**config.mk**
```make
export PLATFORM = sky130hd
export DESIGN_NAME = rcrs_sin
export DESIGN_NICKNAME = d
export VERILOG_FILES = /design/src/ray_cast_range_sensor_unit_assert.svh /design/src/rcrs_pkg.sv /design/src/rcrs_sin.sv
export SDC_FILE = /design/constraint.sdc
export NUM_CORES = 1
export LEC_CHECK = 0
export BUFFER_PORTS_ARGS = -buffer_cell sky130_fd_sc_hd__clkbuf_2
export CAP_MARGIN = 20
export CORE_MARGIN = 2
export CORE_UTILIZATION = 45
export CTS_BUF_LIST = sky130_fd_sc_hd__clkbuf_8
export DETAILED_ROUTE_END_ITERATION = 7
export SLEW_MARGIN = 5
export SYNTH_ARGS = -nofsm -noshare
export SYNTH_HDL_FRONTEND = slang
export SYNTH_SLANG_ARGS = --single-unit
```
**constraint.sdc**
```tcl
create_clock -name clk -period 10.65 [get_ports clk]
set_input_delay 2.13 -clock clk [delete_from_list [all_inputs] [get_ports clk]]
set_output_delay 2.13 -clock clk [all_outputs]
set_load 0.05 [all_outputs]
```
**src/ray_cast_range_sensor_unit_assert.svh**
```systemverilog
// Assertion macros for the ray cast range sensor unit.
// Included by the top level; depends on nothing else.
`ifndef RAY_CAST_RANGE_SENSOR_UNIT_ASSERT_SVH
`define RAY_CAST_RANGE_SENSOR_UNIT_ASSERT_SVH

`ifndef SYNTHESIS
// Same-cycle implication.
`define RCRS_ASSERT_IMPLY(label, clk, rst, ante, cons, msg) \
  label: assert property (@(posedge clk) disable iff (rst) (ante) |-> (cons)) \
    else $error(msg);
// Next-cycle implication.
`define RCRS_ASSERT_NEXT(label, clk, rst, ante, cons, msg) \
  label: assert property (@(posedge clk) disable iff (rst) (ante) |=> (cons)) \
    else $error(msg);
`else
`define RCRS_ASSERT_IMPLY(label, clk, rst, ante, cons, msg)
`define RCRS_ASSERT_NEXT(label, clk, rst, ante, cons, msg)
`endif

`endif

```
**src/rcrs_pkg.sv**
```systemverilog
// Shared types and constants of the ray cast range sensor unit.
// Used by rcrs_sin, rcrs_div and the top level; depends on nothing.
package rcrs_pkg;

  // Field and datapath widths
  localparam int RANGE_W    = 10;  // max_range register
  localparam int STEPS_W    = 10;
  localparam int FRAC_W     = 17;  // Q0.16 range fraction, 65536 included
  localparam int DIV_W      = 27;  // steps * 65536 + max_range / 2
  localparam int PHASE_W    = 16;  // 65536 = one turn
  localparam int SIN_W      = 16;  // signed Q1.14
  localparam int MAG_W      = 15;  // magnitude of Q1.14, up to 16384
  localparam int POS_W      = 26;  // signed beam coordinate, Q.14
  localparam int FRAC_SHIFT = 14;
  localparam int CELL_W     = 13;  // cell index wide enough to compare with 4096
  localparam int HEAD_W     = 12;
  localparam int S_DATA_W   = 72;
  localparam int M_DATA_W   = 48;

  localparam logic [RANGE_W-1:0] RANGE_RESET = 10'd100;

  // Item kinds
  localparam logic KIND_WRITE = 1'b0;
  localparam logic KIND_SCAN  = 1'b1;

  // Beam indexes
  typedef logic [2:0] beam_t;
  localparam beam_t BEAM_FRONT   = 3'd0;
  localparam beam_t BEAM_LEFT    = 3'd1;
  localparam beam_t BEAM_RIGHT   = 3'd2;
  localparam beam_t BEAM_LEFT45  = 3'd3;
  localparam beam_t BEAM_RIGHT45 = 3'd4;

  // Phase and polynomial constants
  localparam logic [PHASE_W-1:0] PHASE_QUARTER = 16'd16384;
  localparam logic [PHASE_W-1:0] PHASE_EIGHTH  = 16'd8192;
  localparam logic [MAG_W-1:0]   SIN_C1        = 15'd1160;
  localparam logic [MAG_W-1:0]   SIN_C2        = 15'd10512;
  localparam logic [MAG_W-1:0]   SIN_C3        = 15'd25736;

  typedef enum logic [3:0] {
    ST_IDLE,
    ST_SIN_GO,
    ST_SIN_WAIT,
    ST_COS_GO,
    ST_COS_WAIT,
    ST_STEP,
    ST_CHECK,
    ST_DIV_GO,
    ST_DIV_WAIT,
    ST_EMIT
  } scan_state_t;

  typedef enum logic [2:0] {
    SIN_IDLE,
    SIN_Z2,
    SIN_T1,
    SIN_T2,
    SIN_T3,
    SIN_DONE
  } sin_state_t;

  // Heading offset of a beam's direction pair
  function automatic logic [PHASE_W-1:0] beam_phase_offset(beam_t b);
    logic [PHASE_W-1:0] off;
    case (b)
      BEAM_LEFT45:  off = PHASE_EIGHTH;
      BEAM_RIGHT45: off = -PHASE_EIGHTH;
      default:      off = '0;
    endcase
    return off;
  endfunction

endpackage

```
**src/rcrs_sin.sv**
```systemverilog
// Iterative Q1.14 sine unit: one shared 15x15 multiplier, four passes.
// Depends on rcrs_pkg.
module rcrs_sin (
  input  logic                                clk,
  input  logic                                rst,
  input  logic                                start,
  input  logic [rcrs_pkg::PHASE_W-1:0]        phase,
  output logic                                done,
  output logic signed [rcrs_pkg::SIN_W-1:0]   value
);
  import rcrs_pkg::*;

  sin_state_t state, state_next;

  logic [MAG_W-1:0]   z;
  logic [MAG_W-1:0]   z2;
  logic [MAG_W-1:0]   acc;
  logic               neg;
  logic [MAG_W-1:0]   mul_a;
  logic [MAG_W-1:0]   mul_b;
  logic [2*MAG_W-1:0] prod;
  logic signed [SIN_W-1:0] mag_s;

  always_comb begin
    state_next = state;
    case (state)
      SIN_IDLE: if (start) state_next = SIN_Z2;
      SIN_Z2:   state_next = SIN_T1;
      SIN_T1:   state_next = SIN_T2;
      SIN_T2:   state_next = SIN_T3;
      SIN_T3:   state_next = SIN_DONE;
      SIN_DONE: state_next = SIN_IDLE;
      default:  state_next = SIN_IDLE;
    endcase
  end

  // Operand select for the shared multiplier
  always_comb begin
    mul_a = '0;
    mul_b = '0;
    done  = 1'b0;
    case (state)
      SIN_Z2: begin
        mul_a = z;
        mul_b = z;
      end
      SIN_T1: begin
        mul_a = SIN_C1;
        mul_b = acc;
      end
      SIN_T2: begin
        mul_a = z2;
        mul_b = SIN_C2 - acc;
      end
      SIN_T3: begin
        mul_a = z;
        mul_b = SIN_C3 - acc;
      end
      SIN_DONE: done = 1'b1;
      default: begin
        mul_a = '0;
        mul_b = '0;
      end
    endcase
  end

  assign prod = {{MAG_W{1'b0}}, mul_a} * {{MAG_W{1'b0}}, mul_b};

  always_ff @(posedge clk) begin
    if (rst) begin
      state <= SIN_IDLE;
    end else begin
      state <= state_next;
    end
  end

  always_ff @(posedge clk) begin
    case (state)
      SIN_IDLE: begin
        if (start) begin
          neg <= phase[PHASE_W-1];
          // fold odd quadrants onto the rising quarter wave
          if (phase[PHASE_W-2]) begin
            z <= MAG_W'(PHASE_QUARTER - {2'b00, phase[PHASE_W-3:0]});
          end else begin
            z <= {1'b0, phase[PHASE_W-3:0]};
          end
        end
      end
      SIN_Z2, SIN_T2, SIN_T3: acc <= prod[FRAC_SHIFT +: MAG_W];
      SIN_T1: begin
        z2  <= acc;
        acc <= prod[FRAC_SHIFT +: MAG_W];
      end
      default: acc <= acc;
    endcase
  end

  assign mag_s = $signed({1'b0, acc});
  assign value = neg ? -mag_s : mag_s;

endmodule

```
==> flow_summary.yaml <==
logic_synthesis:
  syn-cell-area_sq_um: 10100
  synth_edf_count: 46
  synth_cells: 1134
  synth-xor-area-share_pct: 4.66
  synth_top_family_by_area: "adder cells"
  ys.flop_type: "edfxtp_1"
  yosysTopAreaCellShare_pct: 32.5
  synth.area.top_cells: "fa_1 (33%), edfxtp_1 (14%), ha_1 (12%)"
  syn-num-nets: 1413
  syn_area_per_cell_sq_um: 8.95
  yosys.area_share.simple_pct: 15.9
  yosysUniqueCellTypes: 78
  yosysWarnings: 0
  yosysTopAreaCell: "fa_1"
  synthArstFlopShare_pct: 0
  ys_seq_elements: 49
  yosysSeqAreaShare_pct: 14.2
  synth-compound-area-share_pct: 11.3
  synthAdderAreaFrac_pct: 44.3
  synth_mux_area_share_pct: 0.703
run:
  max-cap-violations: 0
layout:
  fill_cells: 2130
  syn2layout_area_growth_pct: 5.77
  nNetsFinal: 1426
  mostFrequentLayoutCells: "inv_1 (187), fa_1 (165), nand2_1 (157)"
  drive_above_1_share_pct: 7.06
  final_cell_area_sq_um: 10700
  num_antenna_cells: 0
  final_common_cell: "inv_1"
clock_network:
  worstSkewPairLatency_ns: 0.31
  cts_root_buffer: "clkbuf_8"
  h-tree-depth: 2
  cts_buffer_depth: 2
  cts_tree: "built"
  cts_inserted_buffers: 5
  clk_pin_slew_ns: 0.09
  holdBufCountCts: 0
  cts.sinks: 49
  postCtsSetupBuffers: 0
  cts_resized: 0
global_routing:
  grt-ovfl-total: 0
  use_met1_pct: 33.0
  grt_use_met3_pct: 5.16
  grt_pass1_vias: 8165
  grtUsageTotal_pct: 24.7
  antenna_found_initial: 0
  use_met2_pct: 40.3
  grt_pass1_wl_mm: 45.0
  grt_max_degree: 40
  top_usage_layer: "met2"
detailed_routing:
  wl_mm: 28.1
  vias: 7980
  wl_per_cell_um: 19.7
  remaining_drc_errors: 0
  viasPerCell: 5.59
  drt_iter0_drc: 663
  ant_nets: 0
  dr.pass1.iters: 5
timing:
  hold_ws_ns: 0.591
  tns_ns: 0
  skew_ns: 0.00512
  fin_crit_sh_pct: 86.3
  layout_min_cycle_time_ns: 9.19
  worst_pin_slew_ns: 1.27
  slew_violations: 0
  setup_viol: 0
  max_freq_ghz: 0.109
  maxSlewHeadroom_pct: 15.6
  hold_viol: 0
  rsz0062_at_grt: "false"
die:
  start_util_pct: 46.2
  rows: 54
  dieArea_sq_um: 23800
  fp.coreArea_sq_um: 22000
  die_w_um: 154
  die_h_um: 154
  ios: 36
worst_setup_path:
  cpPeakStageDelay_ns: 0.77
  end_kind: "flip-flop"
  crit_slowest_cell: "o21ai_0"
  cpMostUsedCell: "fa_1"
  startpoint_type: "flip-flop"
  arrival_ns: 9.25
  critical_path.max_fanout: 33
  crit_type: "reg2reg"
  worstPathRequired_ns: 10.72
power_and_ir_drop:
  p_leak_nw: 5.16
  ir_worst_vdd_v: 0.0000923
  powerDensity_nw_per_um2: 107
placed_design:
  gp_congestion: 0.983
  place_area_sq_um: 10600
  place_hpwl_mm: 22.5
  io_buffer_count: 35
hold_path:
  min-delay-path-class: "reg2reg"
status:
  run_status: "finished, final reports clean"
power by group:
| part | internal, mW | leakage, nW | switching [mW] | total (mW) |
|---|---|---|---|---|
| logic | 0.244 | 4.64 | 0.471 | 0.715 |
| clock network | 0.0696 | 0.0595 | 0.0649 | 0.135 |
| registers | 0.251 | 0.463 | 0.0463 | 0.297 |
| total | 0.564 | 5.16 | 0.582 | 1.15 |
flip-flops by register name, summed over array words and instances (netlist names):
name / count
acc: 15
neg: 1
z: 15
z2: 15
state: 3
layout make-up:
class / instances / area [sq um] / share of cell area (%)
clock buffers: 5 / 68.8 / 0.641
well taps: 280 / 350 / 3.26
flip-flops and latches: 49 / 1440 / 13.4
repair buffers: 53 / 310 / 2.89
clock inverters: 3 / 42.5 / 0.396
inverters: 189 / 711 / 6.62
multi-input cells: 849 / 7810 / 72.8
metal layers:
layer	wire, um	vias to the layer above	share of wire (%)
met1	11900	3991	42
li1	-	3664	-
met3	2050	53	7.3
met4	870	0	3.1
met2	13300	272	47
met5	0	-	0
cells by family after synthesis:
logic type | count (synthesis)
simple gates | 357
fa+ha+maj | 260
buf+inv | 236
compound gates | 171
xor+xnor | 54
flops | 49
mux | 7
final timing paths:
kind	from	to	slack, ns	depth (start not counted)
max	state[0]	acc[14]	1.46	29
min	acc[3]	z2[3]	0.59	0
max reg2reg	state[0]	acc[14]	1.46	29
min reg2reg	acc[3]	z2[3]	0.59	0
critical path, delay by kind of cell, from the launching register on:
kind            cells  cell delay (ns)
xor+xnor            1             0.12
flops               1             0.33
simple gates        6             1.01
fa+ha+maj           8             3.84
buf+inv             5             0.91
compound gates      9             2.72
stage by stage:
| stage | power (mW) | cells | setup slack [ns] | util, % |
|---|---|---|---|---|
| 2_1_floorplan | 0.802 | 1134 | 2.55 | - |
| 3_3_place_gp | 1.01 | 1420 | 1.85 | 48.4 |
| 3_5_place_dp | 1.01 | 1420 | 1.68 | 48.4 |
| 4_1_cts | 1.15 | 1428 | 1.65 | 48.9 |
| 5_1_grt | 1.24 | 1428 | 0.966 | 48.9 |
| 6_report | 1.15 | 1428 | 1.46 | 48.9 |
cell usage after synthesis, drive strengths merged, types with 2 or more instances:
cell and number:
a22oi 6, a21bo 2, fa 165, o311a 2, o21bai 2, nor2 108
nand3 12, o211ai 3, and2 20, a21boi 3, o21a 4, a31oi 4
nand2b 14, o31ai 9, a211oi 2, edfxtp 46, inv 187, o22ai 9
nand2 159, nor2b 9, mux2i 6, buf 14, clkinv 2, and3 3
ha 95, or3 7, o41ai 4, clkbuf 33, a2bb2oi 2, xor2 9
a32oi 2, or4bb 2, a21oi 53, o21ai 30, xnor2 45, nand4 4
o221a 2, o22a 6, dfxtp 3, nor4b 2, nor3 6, a21o 17
Note: power is estimated with default switching activity, not from simulation.
