$ cat src/ray_cast_range_sensor_unit_assert.svh
// Assertion macros for the ray cast range sensor unit.
// Included by the top level; depends on nothing else.
`ifndef RAY_CAST_RANGE_SENSOR_UNIT_ASSERT_SVH
`define RAY_CAST_RANGE_SENSOR_UNIT_ASSERT_SVH

`ifndef SYNTHESIS
// Same-cycle implication.
`define RCRS_ASSERT_IMPLY(label, clk, rst, ante, cons, msg) \
  label: assert property (@(posedge clk) disable iff (rst) (ante) |-> (cons)) \
    else $error(msg);
// Next-cycle implication.
`define RCRS_ASSERT_NEXT(label, clk, rst, ante, cons, msg) \
  label: assert property (@(posedge clk) disable iff (rst) (ante) |=> (cons)) \
    else $error(msg);
`else
`define RCRS_ASSERT_IMPLY(label, clk, rst, ante, cons, msg)
`define RCRS_ASSERT_NEXT(label, clk, rst, ante, cons, msg)
`endif

`endif

$ cat src/rcrs_pkg.sv
// Shared types and constants of the ray cast range sensor unit.
// Used by rcrs_sin, rcrs_div and the top level; depends on nothing.
package rcrs_pkg;

  // Field and datapath widths
  localparam int RANGE_W    = 10;  // max_range register
  localparam int STEPS_W    = 10;
  localparam int FRAC_W     = 17;  // Q0.16 range fraction, 65536 included
  localparam int DIV_W      = 27;  // steps * 65536 + max_range / 2
  localparam int PHASE_W    = 16;  // 65536 = one turn
  localparam int SIN_W      = 16;  // signed Q1.14
  localparam int MAG_W      = 15;  // magnitude of Q1.14, up to 16384
  localparam int POS_W      = 26;  // signed beam coordinate, Q.14
  localparam int FRAC_SHIFT = 14;
  localparam int CELL_W     = 13;  // cell index wide enough to compare with 4096
  localparam int HEAD_W     = 12;
  localparam int S_DATA_W   = 72;
  localparam int M_DATA_W   = 48;

  localparam logic [RANGE_W-1:0] RANGE_RESET = 10'd100;

  // Item kinds
  localparam logic KIND_WRITE = 1'b0;
  localparam logic KIND_SCAN  = 1'b1;

  // Beam indexes
  typedef logic [2:0] beam_t;
  localparam beam_t BEAM_FRONT   = 3'd0;
  localparam beam_t BEAM_LEFT    = 3'd1;
  localparam beam_t BEAM_RIGHT   = 3'd2;
  localparam beam_t BEAM_LEFT45  = 3'd3;
  localparam beam_t BEAM_RIGHT45 = 3'd4;

  // Phase and polynomial constants
  localparam logic [PHASE_W-1:0] PHASE_QUARTER = 16'd16384;
  localparam logic [PHASE_W-1:0] PHASE_EIGHTH  = 16'd8192;
  localparam logic [MAG_W-1:0]   SIN_C1        = 15'd1160;
  localparam logic [MAG_W-1:0]   SIN_C2        = 15'd10512;
  localparam logic [MAG_W-1:0]   SIN_C3        = 15'd25736;

  typedef enum logic [3:0] {
    ST_IDLE,
    ST_SIN_GO,
    ST_SIN_WAIT,
    ST_COS_GO,
    ST_COS_WAIT,
    ST_STEP,
    ST_CHECK,
    ST_DIV_GO,
    ST_DIV_WAIT,
    ST_EMIT
  } scan_state_t;

  typedef enum logic [2:0] {
    SIN_IDLE,
    SIN_Z2,
    SIN_T1,
    SIN_T2,
    SIN_T3,
    SIN_DONE
  } sin_state_t;

  // Heading offset of a beam's direction pair
  function automatic logic [PHASE_W-1:0] beam_phase_offset(beam_t b);
    logic [PHASE_W-1:0] off;
    case (b)
      BEAM_LEFT45:  off = PHASE_EIGHTH;
      BEAM_RIGHT45: off = -PHASE_EIGHTH;
      default:      off = '0;
    endcase
    return off;
  endfunction

endpackage

$ cat src/rcrs_div.sv
// Restoring divider for the range fraction, one quotient bit per cycle.
// Depends on rcrs_pkg.
module rcrs_div (
  input  logic                          clk,
  input  logic                          rst,
  input  logic                          start,
  input  logic [rcrs_pkg::STEPS_W-1:0]  steps,
  input  logic [rcrs_pkg::RANGE_W-1:0]  divisor,
  output logic                          done,
  output logic [rcrs_pkg::FRAC_W-1:0]   quotient
);
  import rcrs_pkg::*;

  localparam int CNT_W = $clog2(DIV_W + 1);

  logic               busy;
  logic               done_r;
  logic [CNT_W-1:0]   count;
  logic [DIV_W-1:0]   num;
  logic [RANGE_W-1:0] rem;
  logic [RANGE_W-1:0] dvs;
  logic [FRAC_W-1:0]  quot;
  logic [RANGE_W:0]   trial;
  logic               ge;

  assign trial = {rem, num[DIV_W-1]};
  assign ge    = trial >= {1'b0, dvs};

  always_ff @(posedge clk) begin
    if (rst) begin
      busy   <= 1'b0;
      done_r <= 1'b0;
      count  <= '0;
    end else begin
      done_r <= 1'b0;
      if (start) begin
        busy  <= 1'b1;
        count <= CNT_W'(DIV_W);
      end else if (busy) begin
        count <= count - 1'b1;
        if (count == CNT_W'(1)) begin
          busy   <= 1'b0;
          done_r <= 1'b1;
        end
      end
    end
  end

  always_ff @(posedge clk) begin
    if (start) begin
      // round to nearest: add half the divisor before dividing
      num  <= DIV_W'({steps, 16'h0000}) + DIV_W'(divisor[RANGE_W-1:1]);
      rem  <= '0;
      quot <= '0;
      dvs  <= divisor;
    end else if (busy) begin
      num  <= num << 1;
      rem  <= ge ? RANGE_W'(trial - {1'b0, dvs}) : RANGE_W'(trial);
      quot <= {quot[FRAC_W-2:0], ge};
    end
  end

  assign done     = done_r;
  // zero range gives a zero fraction
  assign quotient = (dvs == '0) ? '0 : quot;

endmodule

$ cat config.mk
export PLATFORM = sky130hd
export DESIGN_NAME = rcrs_div
export DESIGN_NICKNAME = d
export VERILOG_FILES = /design/src/ray_cast_range_sensor_unit_assert.svh /design/src/rcrs_pkg.sv /design/src/rcrs_div.sv
export SDC_FILE = /design/constraint.sdc
export NUM_CORES = 1
export LEC_CHECK = 0
export BUFFER_PORTS_ARGS = -buffer_cell sky130_fd_sc_hd__clkbuf_2
export CORE_ASPECT_RATIO = 0.9
export CORE_MARGIN = 2
export CORE_UTILIZATION = 40
export DETAILED_ROUTE_END_ITERATION = 8
export PLACE_DENSITY = 0.59
export SLEW_MARGIN = 30
export SYNTH_ARGS = -nofsm -noshare
export SYNTH_HDL_FRONTEND = slang
export SYNTH_SLANG_ARGS = --single-unit
$ cat constraint.sdc
create_clock -name clk -period 3.2 [get_ports clk]
set_input_delay 0.64 -clock clk [delete_from_list [all_inputs] [get_ports clk]]
set_output_delay 0.64 -clock clk [all_outputs]
set_load 0.005 [all_outputs]
==> impl_metrics.ini, run 1 <==
[status]
outcome = completed

[clock_tree]
cts_tree = built
clock_latency_ps = 350
root_buffer = clkbuf_8
clk_pin_slew_ps = 70
numCtsBuffers = 9
holdBufCountCts = 0
clock_path_buffers = 2
h-tree-depth = 3
cts_num_sinks = 71
cts-resized-gates = 0
post-cts-setup-buffers = 0

[global_routing]
grt-ovfl-total = 0
grt_max_degree = 42
grt_pass1_vias = 2103
grt_pass1_wl_um = 10000
antenna_found_initial = 0
gr-usage-all-layers_pct = 14.0

[power]
leakage_nw = 1.64
clock_power_share_pct = 33.8
p_sw_w = 0.000520
seqPwrFrac_pct = 51.7
power_w = 0.00207
intPower_w = 0.00155
power.density_mw_per_mm2 = 534
swShare_pct = 25.1
ir_drop_v = 0.000310
pwr-share-comb_pct = 14.5

[timing]
fmax_mhz = 366
setup_viol = 0
hold_viol_final = 0
fin_setup_tns_ps = 0
fin_crit_ps = 2730
final_max_slew_viol_count = 0
rsz0062_at_grt = false
fin_crit_sh_pct = 85.3
relSlewSlack_pct = 57.3
skew_ps = 13.2
max_slew.worst_pin.slew_ps = 640

[layout]
final-seq-area_mm2 = 0.00179
antenna_cells = 0
drive_above_1_share_pct = 25.0
fillers = 735
multi_input_area_mm2 = 0.00147
nets = 371
final_area_mm2 = 0.00388
area_growth_pct = 15.2

[die]
die_x_um = 101
start_util_pct = 41.6
die_h_um = 91.1
fp.dieArea_mm2 = 0.00918
ios = 41
row_count = 31
core-area_mm2 = 0.00811

[detailed_routing]
wl_per_cell_um = 13.3
drc = 0
vias = 2208
drt_iter0_markers = 59
wirelength_um = 5830
vias_per_cell = 5.03
dr.pass1.iters = 4
ant_nets = 0

[worst_setup_path]
rr_endpoint = rem[8]
timing.rr.start = num[26]
criticalPathCategory = register to output pin
cp.required_ps = 2560
cp_max_fo = 17
cp.arrival_ps = 2090
slowest_delay_ps = 520
crit_chain = nor4_1 > nand4_1 > and2_1 > clkbuf_2
crit_path_start_kind = register
r2r_cells = 10
cp-startpoint = dvs[8]
end_kind = output pin
crit_slowest_cell = nand4_1
path_buf_inv = 1
path_delay_family = simple AND/OR/NAND/NOR gates
regToRegSetupSlack_ps = 520

[placed_design]
port_buffers = 40
placed_cell_area_mm2 = 0.00369
place.gp.congestion = 0.828
dp_hpwl_um = 3970

[worst_hold_path]
min_from = divisor[9]
hp-class = input port to register
whs_endpoint = dvs[9]
holdPathStages = 1

[synthesis]
yosysSeqAreaShare_pct = 53.2
synth_enable_flop_cells = 37
synthesis.nets = 329
netlist_area_mm2 = 0.00337
async_flop_share_pct = 0
synth.avg_cell_area_um2 = 11.5
ys.flop_type = edfxtp_1
syn_inst = 293
yosys_warnings = 0
synth-seq-cells = 71
synth.distinct_cells = 48

[flow_run]
cap_viol_max_count = 0
==> state kept, by name, summed over array words and instances, names as in the netlist <==
signal and flops:
dvs 10, quot 17, count 5, rem 10, num 27, busy 1
done 1
==> cell usage after synthesis, types with 2 or more instances <==
cell	number	area share [%]
a211oi_1	7	1.6
a21o_1	5	1.1
a21oi_1	3	0.45
a31oi_1	2	0.37
and2_1	18	3.3
buf_1	3	0.33
clkbuf_1	10	1.1
dfxtp_1	34	20
edfxtp_1	37	33
ha_1	12	4.5
inv_1	14	1.6
mux2_2	18	6.0
mux2i_1	20	5.9
nand2_1	6	0.67
nand3_1	2	0.30
nand4b_1	2	0.52
nor2_1	38	4.2
nor2b_1	11	2.0
nor3_1	5	0.74
nor3b_1	2	0.45
nor4_1	4	0.74
o21ai_0	4	0.59
o311ai_1	2	0.52
or3b_2	2	0.52
xnor2_1	3	0.78
xor2_1	7	1.8
==> worst max path at each step <==
stage                         endpoint  slack [ps]  cells past startpoint
after global routing       quotient[0]         240                      4
after floorplan                 rem[8]         690                     10
after CTS                 quotient[13]         370                      4
after detailed placement        rem[8]         520                     10
after global placement          rem[8]         570                     10
final                      quotient[0]         470                      4
==> logic make-up (layout without fill, tap and decap cells) <==
group,Yosys count,in the layout,share of synthesized area [%]
AND/OR/NAND/NOR,99,99,15.7
flip-flops,71,71,53.2
multiplexers,38,38,12.0
AO/OA/AOI/OAI,34,34,8.35
buffers and inverters,28,75,3.23
adder cells (fa/ha/maj),13,13,5.05
XOR/XNOR,10,10,2.60
==> placed cells by master (no fill, tap or decap), types with 2 or more instances in the layout <==
cell type / instances
a211oi_1: 7
a21o_1: 5
a21oi_1: 3
a31oi_1: 2
and2_1: 18
buf_4: 4
clkbuf_1: 2
clkbuf_2: 40
clkbuf_8: 10
clkinv_2: 2
dfxtp_1: 33
edfxtp_1: 37
ha_1: 12
inv_1: 14
mux2_2: 18
mux2i_1: 20
nand2_1: 6
nand3_1: 2
nand4b_1: 2
nor2_1: 38
nor2b_1: 11
nor3_1: 5
nor3b_1: 2
nor4_1: 4
o21ai_0: 4
o311ai_1: 2
or3b_2: 2
xnor2_1: 3
xor2_1: 7
==> area by class of cell <==
| type | count | area share, % |
|---|---|---|
| well taps | 99 | 3.19 |
| clock buffers | 12 | 3.74 |
| flip-flops and latches | 71 | 46.2 |
| clock inverters | 4 | 1.22 |
| inverters | 14 | 1.35 |
| multi-input cells | 194 | 37.9 |
| repair buffers | 45 | 6.45 |
==> power groups by stage <==
stage / logic, W / registers, W / clock network, W
after global routing: 0.000341 / 0.00108 / 0.000763
after detailed placement: 0.000301 / 0.00109 / 0
after CTS: 0.000304 / 0.00107 / 0.000730
final: 0.000300 / 0.00107 / 0.000701
after global placement: 0.000300 / 0.00109 / 0
after floorplan: 0.000242 / 0.00107 / 0
==> through the flow <==
step | hold slack [ps] | cells | setup WS [ps] | utilization, %
6_report | 481 | 439 | 470 | 47.9
2_1_floorplan | 452 | 293 | 693 | -
3_5_place_dp | 480 | 423 | 518 | 45.5
4_1_cts | 455 | 439 | 366 | 47.9
5_1_grt | 461 | 439 | 237 | 47.9
3_3_place_gp | 470 | 423 | 571 | 45.5
==> per-layer routing <==
layer	part of all wire, %	vias to the layer above	global-route usage (%)	wire [µm]
met5	0	-	0	0
met4	2.0	0	5.14	118
met3	3.8	9	5.08	224
met2	43	33	19.8	2480
met1	51	1034	19.5	3000
li1	-	1132	-	-
Power figures use the tool's default switching activity.
==> inputs of run 2 (changes only) <==
Settings changed: PLACE_DENSITY 0.59 to default.
Clock period 3.2 ns to 3 ns, I/O delays scaled along.
==> impl_metrics.ini, run 2 (synthesized netlist as in run 1, its figures left out) <==
[layout]
fillers = 735
drive_above_1_share_pct = 25.4
layout_common_cells = clkbuf_2, nor2_1, edfxtp_1
top_register = num
final-seq-area_mm2 = 0.00179
multi_input_area_mm2 = 0.00147
area_growth_pct = 16.2
nets = 373
top_regs = num (27), quot (17)
largest_reg_flops = 27
final_common_cell = clkbuf_2
finalNonFillerCells = 441
antenna_cells = 0

[die]
die_x_um = 101
core-area_mm2 = 0.00811
fp.dieArea_mm2 = 0.00918
row_count = 31
start_util_pct = 41.6
die_h_um = 91.1
ios = 41

[detailed_routing]
wirelength_um = 5930
vias_per_cell = 5.03
wl_per_cell_um = 13.4
dr.pass1.iters = 4
drt_iter0_markers = 113
vias = 2217
ant_nets = 0
drc = 0

[timing]
setup_viol = 0
fin_hold_ws_ps = 442
fmax_mhz = 368
fin_setup_tns_ps = 0
hold_viol_final = 0
skew_ps = 8.43
max_slew.worst_pin.slew_ps = 611
fin_crit_sh_pct = 90.6
rsz0062_at_grt = false
relSlewSlack_pct = 59.3
fin_crit_ps = 2720
final_max_slew_viol_count = 0

[power]
pwr-share-comb_pct = 14.5
swShare_pct = 24.6
ir_drop_v = 0.000336
leakage_nw = 1.66
clock_power_share_pct = 35.5
power.density_mw_per_mm2 = 583
intPower_w = 0.00172
p_sw_w = 0.000561
seqPwrFrac_pct = 49.9

[placed_design]
dp_hpwl_um = 4110
dp_cells = 424
place.gp.congestion = 0.891
port_buffers = 40

[flow_run]
cap_viol_max_count = 0

[worst_setup_path]
path_buf_inv = 2
cp_max_fo = 3
crit_slowest_cell = a211oi_1
cp.arrival_ps = 2970
cpMostUsedCell = inv_1
path_delay_family = compound AO/OA/AOI/OAI gates
criticalPathCategory = register to register
cp.required_ps = 3260
crit_path_start_kind = register
crit_chain = inv_1 > ha_1 > inv_1 > fa_1 > a211oi_1 > nor3_1 > o31a_1 > o21ai_0 > or3b_1 > a311oi_2
slowest_delay_ps = 440
end_kind = register

[clock_tree]
cts-resized-gates = 0
clock_latency_ps = 340
h-tree-depth = 3
cts_tree = built
numCtsBuffers = 9
clk_pin_slew_ps = 70
clock_path_buffers = 2
root_buffer = clkbuf_8
cts_num_sinks = 71

[worst_hold_path]
hp-class = input port to register

[global_routing]
grt.met1_usage_pct = 20.1
grtUsageMet3_pct = 4.00
grt_pass1_wl_um = 10200
met2_usage_pct = 20.3
grt-ovfl-total = 0
grt_pass1_vias = 2116
grt_busiest_layer = met2
antenna_found_initial = 0
grt_max_degree = 32
gr-usage-all-layers_pct = 14.2

[status]
outcome = completed
[run 2: cell types whose count changed in the layout (fill, tap and decap cells not counted), sizes merged]
cell,before,now
buf,5,7
clkbuf,52,50
bufinv,1,2
clkinv,2,3
[run 2: through the flow]
stage / instance area (µm²) / power [W] / setup WS (ps) / utilization [%]
after floorplan: 3370 / 0.00140 / 493 / -
after global placement: 3700 / 0.00149 / 376 / 45.6
after detailed placement: 3700 / 0.00149 / 301 / 45.6
after CTS: 3910 / 0.00232 / 283 / 48.2
after global routing: 3920 / 0.00241 / 20.8 / 48.3
final: 3920 / 0.00228 / 281 / 48.3
[run 2: area by class of cell]
class                      instances  share of cell area, %
clock inverter                     6                   2.17
sequential                        71                   45.8
timing repair buffer              47                   6.77
tap                               99                   3.16
clock buffer                      10                   3.26
inverter                          14                   1.34
multi-input combinational        194                   37.5
[run 2: power by group through the flow]
stage	Clock, W	Sequential [W]	Combinational, W
floorplan	0	0.00115	0.000258
global placement	0	0.00116	0.000326
detailed placement	0	0.00116	0.000331
CTS	0.000843	0.00114	0.000333
global route	0.000880	0.00115	0.000377
finish	0.000811	0.00114	0.000332
[run 2: worst paths after layout]
path	cells past startpoint	slack, ps	from	endpoint
worst max-delay path	10	280	num[26]	rem[8]
worst min-delay path	1	440	divisor[0]	dvs[0]
worst max register to register	10	280	num[26]	rem[8]
worst min register to register	2	500	quot[0]	quot[0]
[run 2: layer usage]
| metal | up-vias | routed length, µm |
|---|---|---|
| li1 | 1131 | - |
| met1 | 1035 | 3000 |
| met2 | 40 | 2560 |
| met3 | 11 | 288 |
| met4 | 0 | 85 |
| met5 | - | 0 |
[run 2: timing repair]
| item | CTS | global route |
|---|---|---|
| buffers inserted | 0 | 1 |
| setup endpoints to repair | 0 | 13 |
| hold buffers | 0 | 0 |
[run 2: worst register-to-register path: stages (launching register included)]
cell and delay, ps:
edfxtp_1 380, inv_1 70, ha_1 160, inv_1 60, fa_1 420, a211oi_1 440
nor3_1 100, o31a_1 300, o21ai_0 120, or3b_1 360, a311oi_2 230
==> inputs of run 3 (changes only) <==
Settings changed: ABC_AREA from default to 1, CTS_BUF_LIST from default to sky130_fd_sc_hd__clkbuf_4.
==> impl_metrics.ini, run 3 <==
[power]
ir_drop_v = 0.000330
power.density_mw_per_mm2 = 510
power_w = 0.00203
leakage_nw = 1.93

[clock_tree]
clk_pin_slew_ps = 120
clock_path_buffers = 2
cts_num_sinks = 71
numCtsBuffers = 9
h-tree-depth = 3
post-cts-setup-buffers = 0
holdBufCountCts = 0
clock_latency_ps = 410
cts-resized-gates = 0
root_buffer = clkbuf_4
cts_tree = built

[worst_hold_path]
min_from = divisor[0]
whs_endpoint = dvs[0]
holdPathStages = 1
hp-class = input port to register

[detailed_routing]
wl_per_cell_um = 11.7
drt_iter0_markers = 114
dr.pass1.iters = 5
drc = 0
ant_nets = 0
vias_per_cell = 4.64
wirelength_um = 6920
vias = 2758

[global_routing]
grt_max_degree = 38
antenna_found_initial = 0
gr-usage-all-layers_pct = 16.1
grt_pass1_wl_um = 11800
grt-ovfl-total = 0
grt_pass1_vias = 2519

[worst_setup_path]
cp.required_ps = 2400
regToRegSetupSlack_ps = 990
end_kind = output pin
timing.rr.start = dvs[8]
r2r_cells = 12
rr_endpoint = rem[2]
cp_max_fo = 17
criticalPathCategory = register to output pin
crit_path_start_kind = register
cp.arrival_ps = 1980

[layout]
largest_reg_flops = 27
antenna_cells = 0
layout_common_cells = nand2_1, inv_1, nor2_1
final-seq-area_mm2 = 0.00179
final_common_cell = nand2_1
fillers = 845
top_register = num
multi_input_area_mm2 = 0.00134
top_regs = num (27), quot (17)
final_area_mm2 = 0.00398
area_growth_pct = 14.2
drive_above_1_share_pct = 15.6
nets = 506

[timing]
final_max_slew_viol_count = 0
max_slew.worst_pin.slew_ps = 819
fmax_mhz = 387
fin_crit_sh_pct = 86.0
setup_viol = 0
rsz0062_at_grt = false
hold_viol_final = 0
setup_slack_ps = 419
skew_ps = 17.7
fin_setup_tns_ps = 0
relSlewSlack_pct = 45.0
fin_crit_ps = 2580

[die]
start_util_pct = 40.8
die_x_um = 102
row_count = 32
die_h_um = 92.5
ios = 41
core-area_mm2 = 0.00853
fp.dieArea_mm2 = 0.00947

[synthesis]
synth.area.top_cells = edfxtp_1, dfxtp_1, nand2_1, inv_1, nor2_1
synth_enable_flop_cells = 37
syn_inst = 426
synth.avg_cell_area_um2 = 8.17
synth_most_common_cell = nand2_1
netlist_area_mm2 = 0.00348
yosys_warnings = 0
synthesis.nets = 462
synth.distinct_cells = 36
yosysSeqAreaShare_pct = 51.5
yosys.area.top_type_share_pct = 31.9
ys.flop_type = edfxtp_1
yosys-top-cells-count = nand2_1, inv_1, nor2_1, edfxtp_1, dfxtp_1
synth_top_cell_by_area = edfxtp_1
synth-seq-cells = 71
async_flop_share_pct = 0

[placed_design]
place.gp.congestion = 0.934
pre_cts_ws_ps = 832
port_buffers = 40
placed_cell_area_mm2 = 0.00381
dp_hpwl_um = 5030

[status]
outcome = completed

[flow_run]
cap_viol_max_count = 0
-- run 3: cell type report --
type / instances / share of cell area [%]
sequential: 71 / 45.1
multi-input combinational: 267 / 33.7
inverter: 76 / 7.30
timing repair buffer: 45 / 5.98
tap: 119 / 3.74
clock inverter: 6 / 2.30
clock buffer: 10 / 1.89
-- run 3: layer usage --
layer / vias to the layer above / global-route usage (%) / wire length [µm]
li1: 1439 / - / -
met1: 1228 / 22.3 / 3370
met2: 76 / 24.1 / 3050
met3: 15 / 3.62 / 348
met4: 0 / 7.33 / 151
met5: - / 0 / 0
-- run 3: cell families after synthesis --
logic type / Yosys count / share of synthesized area [%]
AOI/OAI and AO/OA: 32 / 5.75
xor gates and xnor gates: 2 / 0.503
adders and majority gates: 13 / 4.89
buffers and inverters: 88 / 9.99
DFF: 71 / 51.5
and+or+nand+nor: 220 / 27.4
-- run 3: how the worst max path moves through the flow --
stage / from / endpoint / slack (ps) / cells after the start
4_1_cts: dvs[0] / quotient[13] / 340 / 5
3_3_place_gp: dvs[0] / quotient[1] / 900 / 5
5_1_grt: dvs[0] / quotient[6] / 140 / 5
3_5_place_dp: dvs[0] / quotient[13] / 830 / 5
2_1_floorplan: start / num[0] / 790 / 4
6_report: dvs[0] / quotient[13] / 420 / 5
-- run 3: critical path, stage by stage, from the launching register on --
cell      delay [ps]
edfxtp_1         410
nor2_1           110
nand3_1          110
nor4_4           700
nor2_1            90
clkbuf_2         140
-- run 3: power breakdown --
part | total (W) | leakage, nW | internal, W | switching (W)
registers | 0.00111 | 0.654 | 0.00109 | 0.0000210
clock network | 0.000696 | 0.0875 | 0.000353 | 0.000343
logic | 0.000222 | 1.18 | 0.0000761 | 0.000146
-- run 3: stage by stage --
| step | hold WS, ps | utilization (%) | instances |
|---|---|---|---|
| 6_report | 362 | 46.6 | 594 |
| 3_5_place_dp | 461 | 44.7 | 578 |
| 5_1_grt | 325 | 46.6 | 594 |
| 4_1_cts | 332 | 46.6 | 594 |
| 3_3_place_gp | 460 | 44.7 | 578 |
| 2_1_floorplan | 441 | - | 426 |
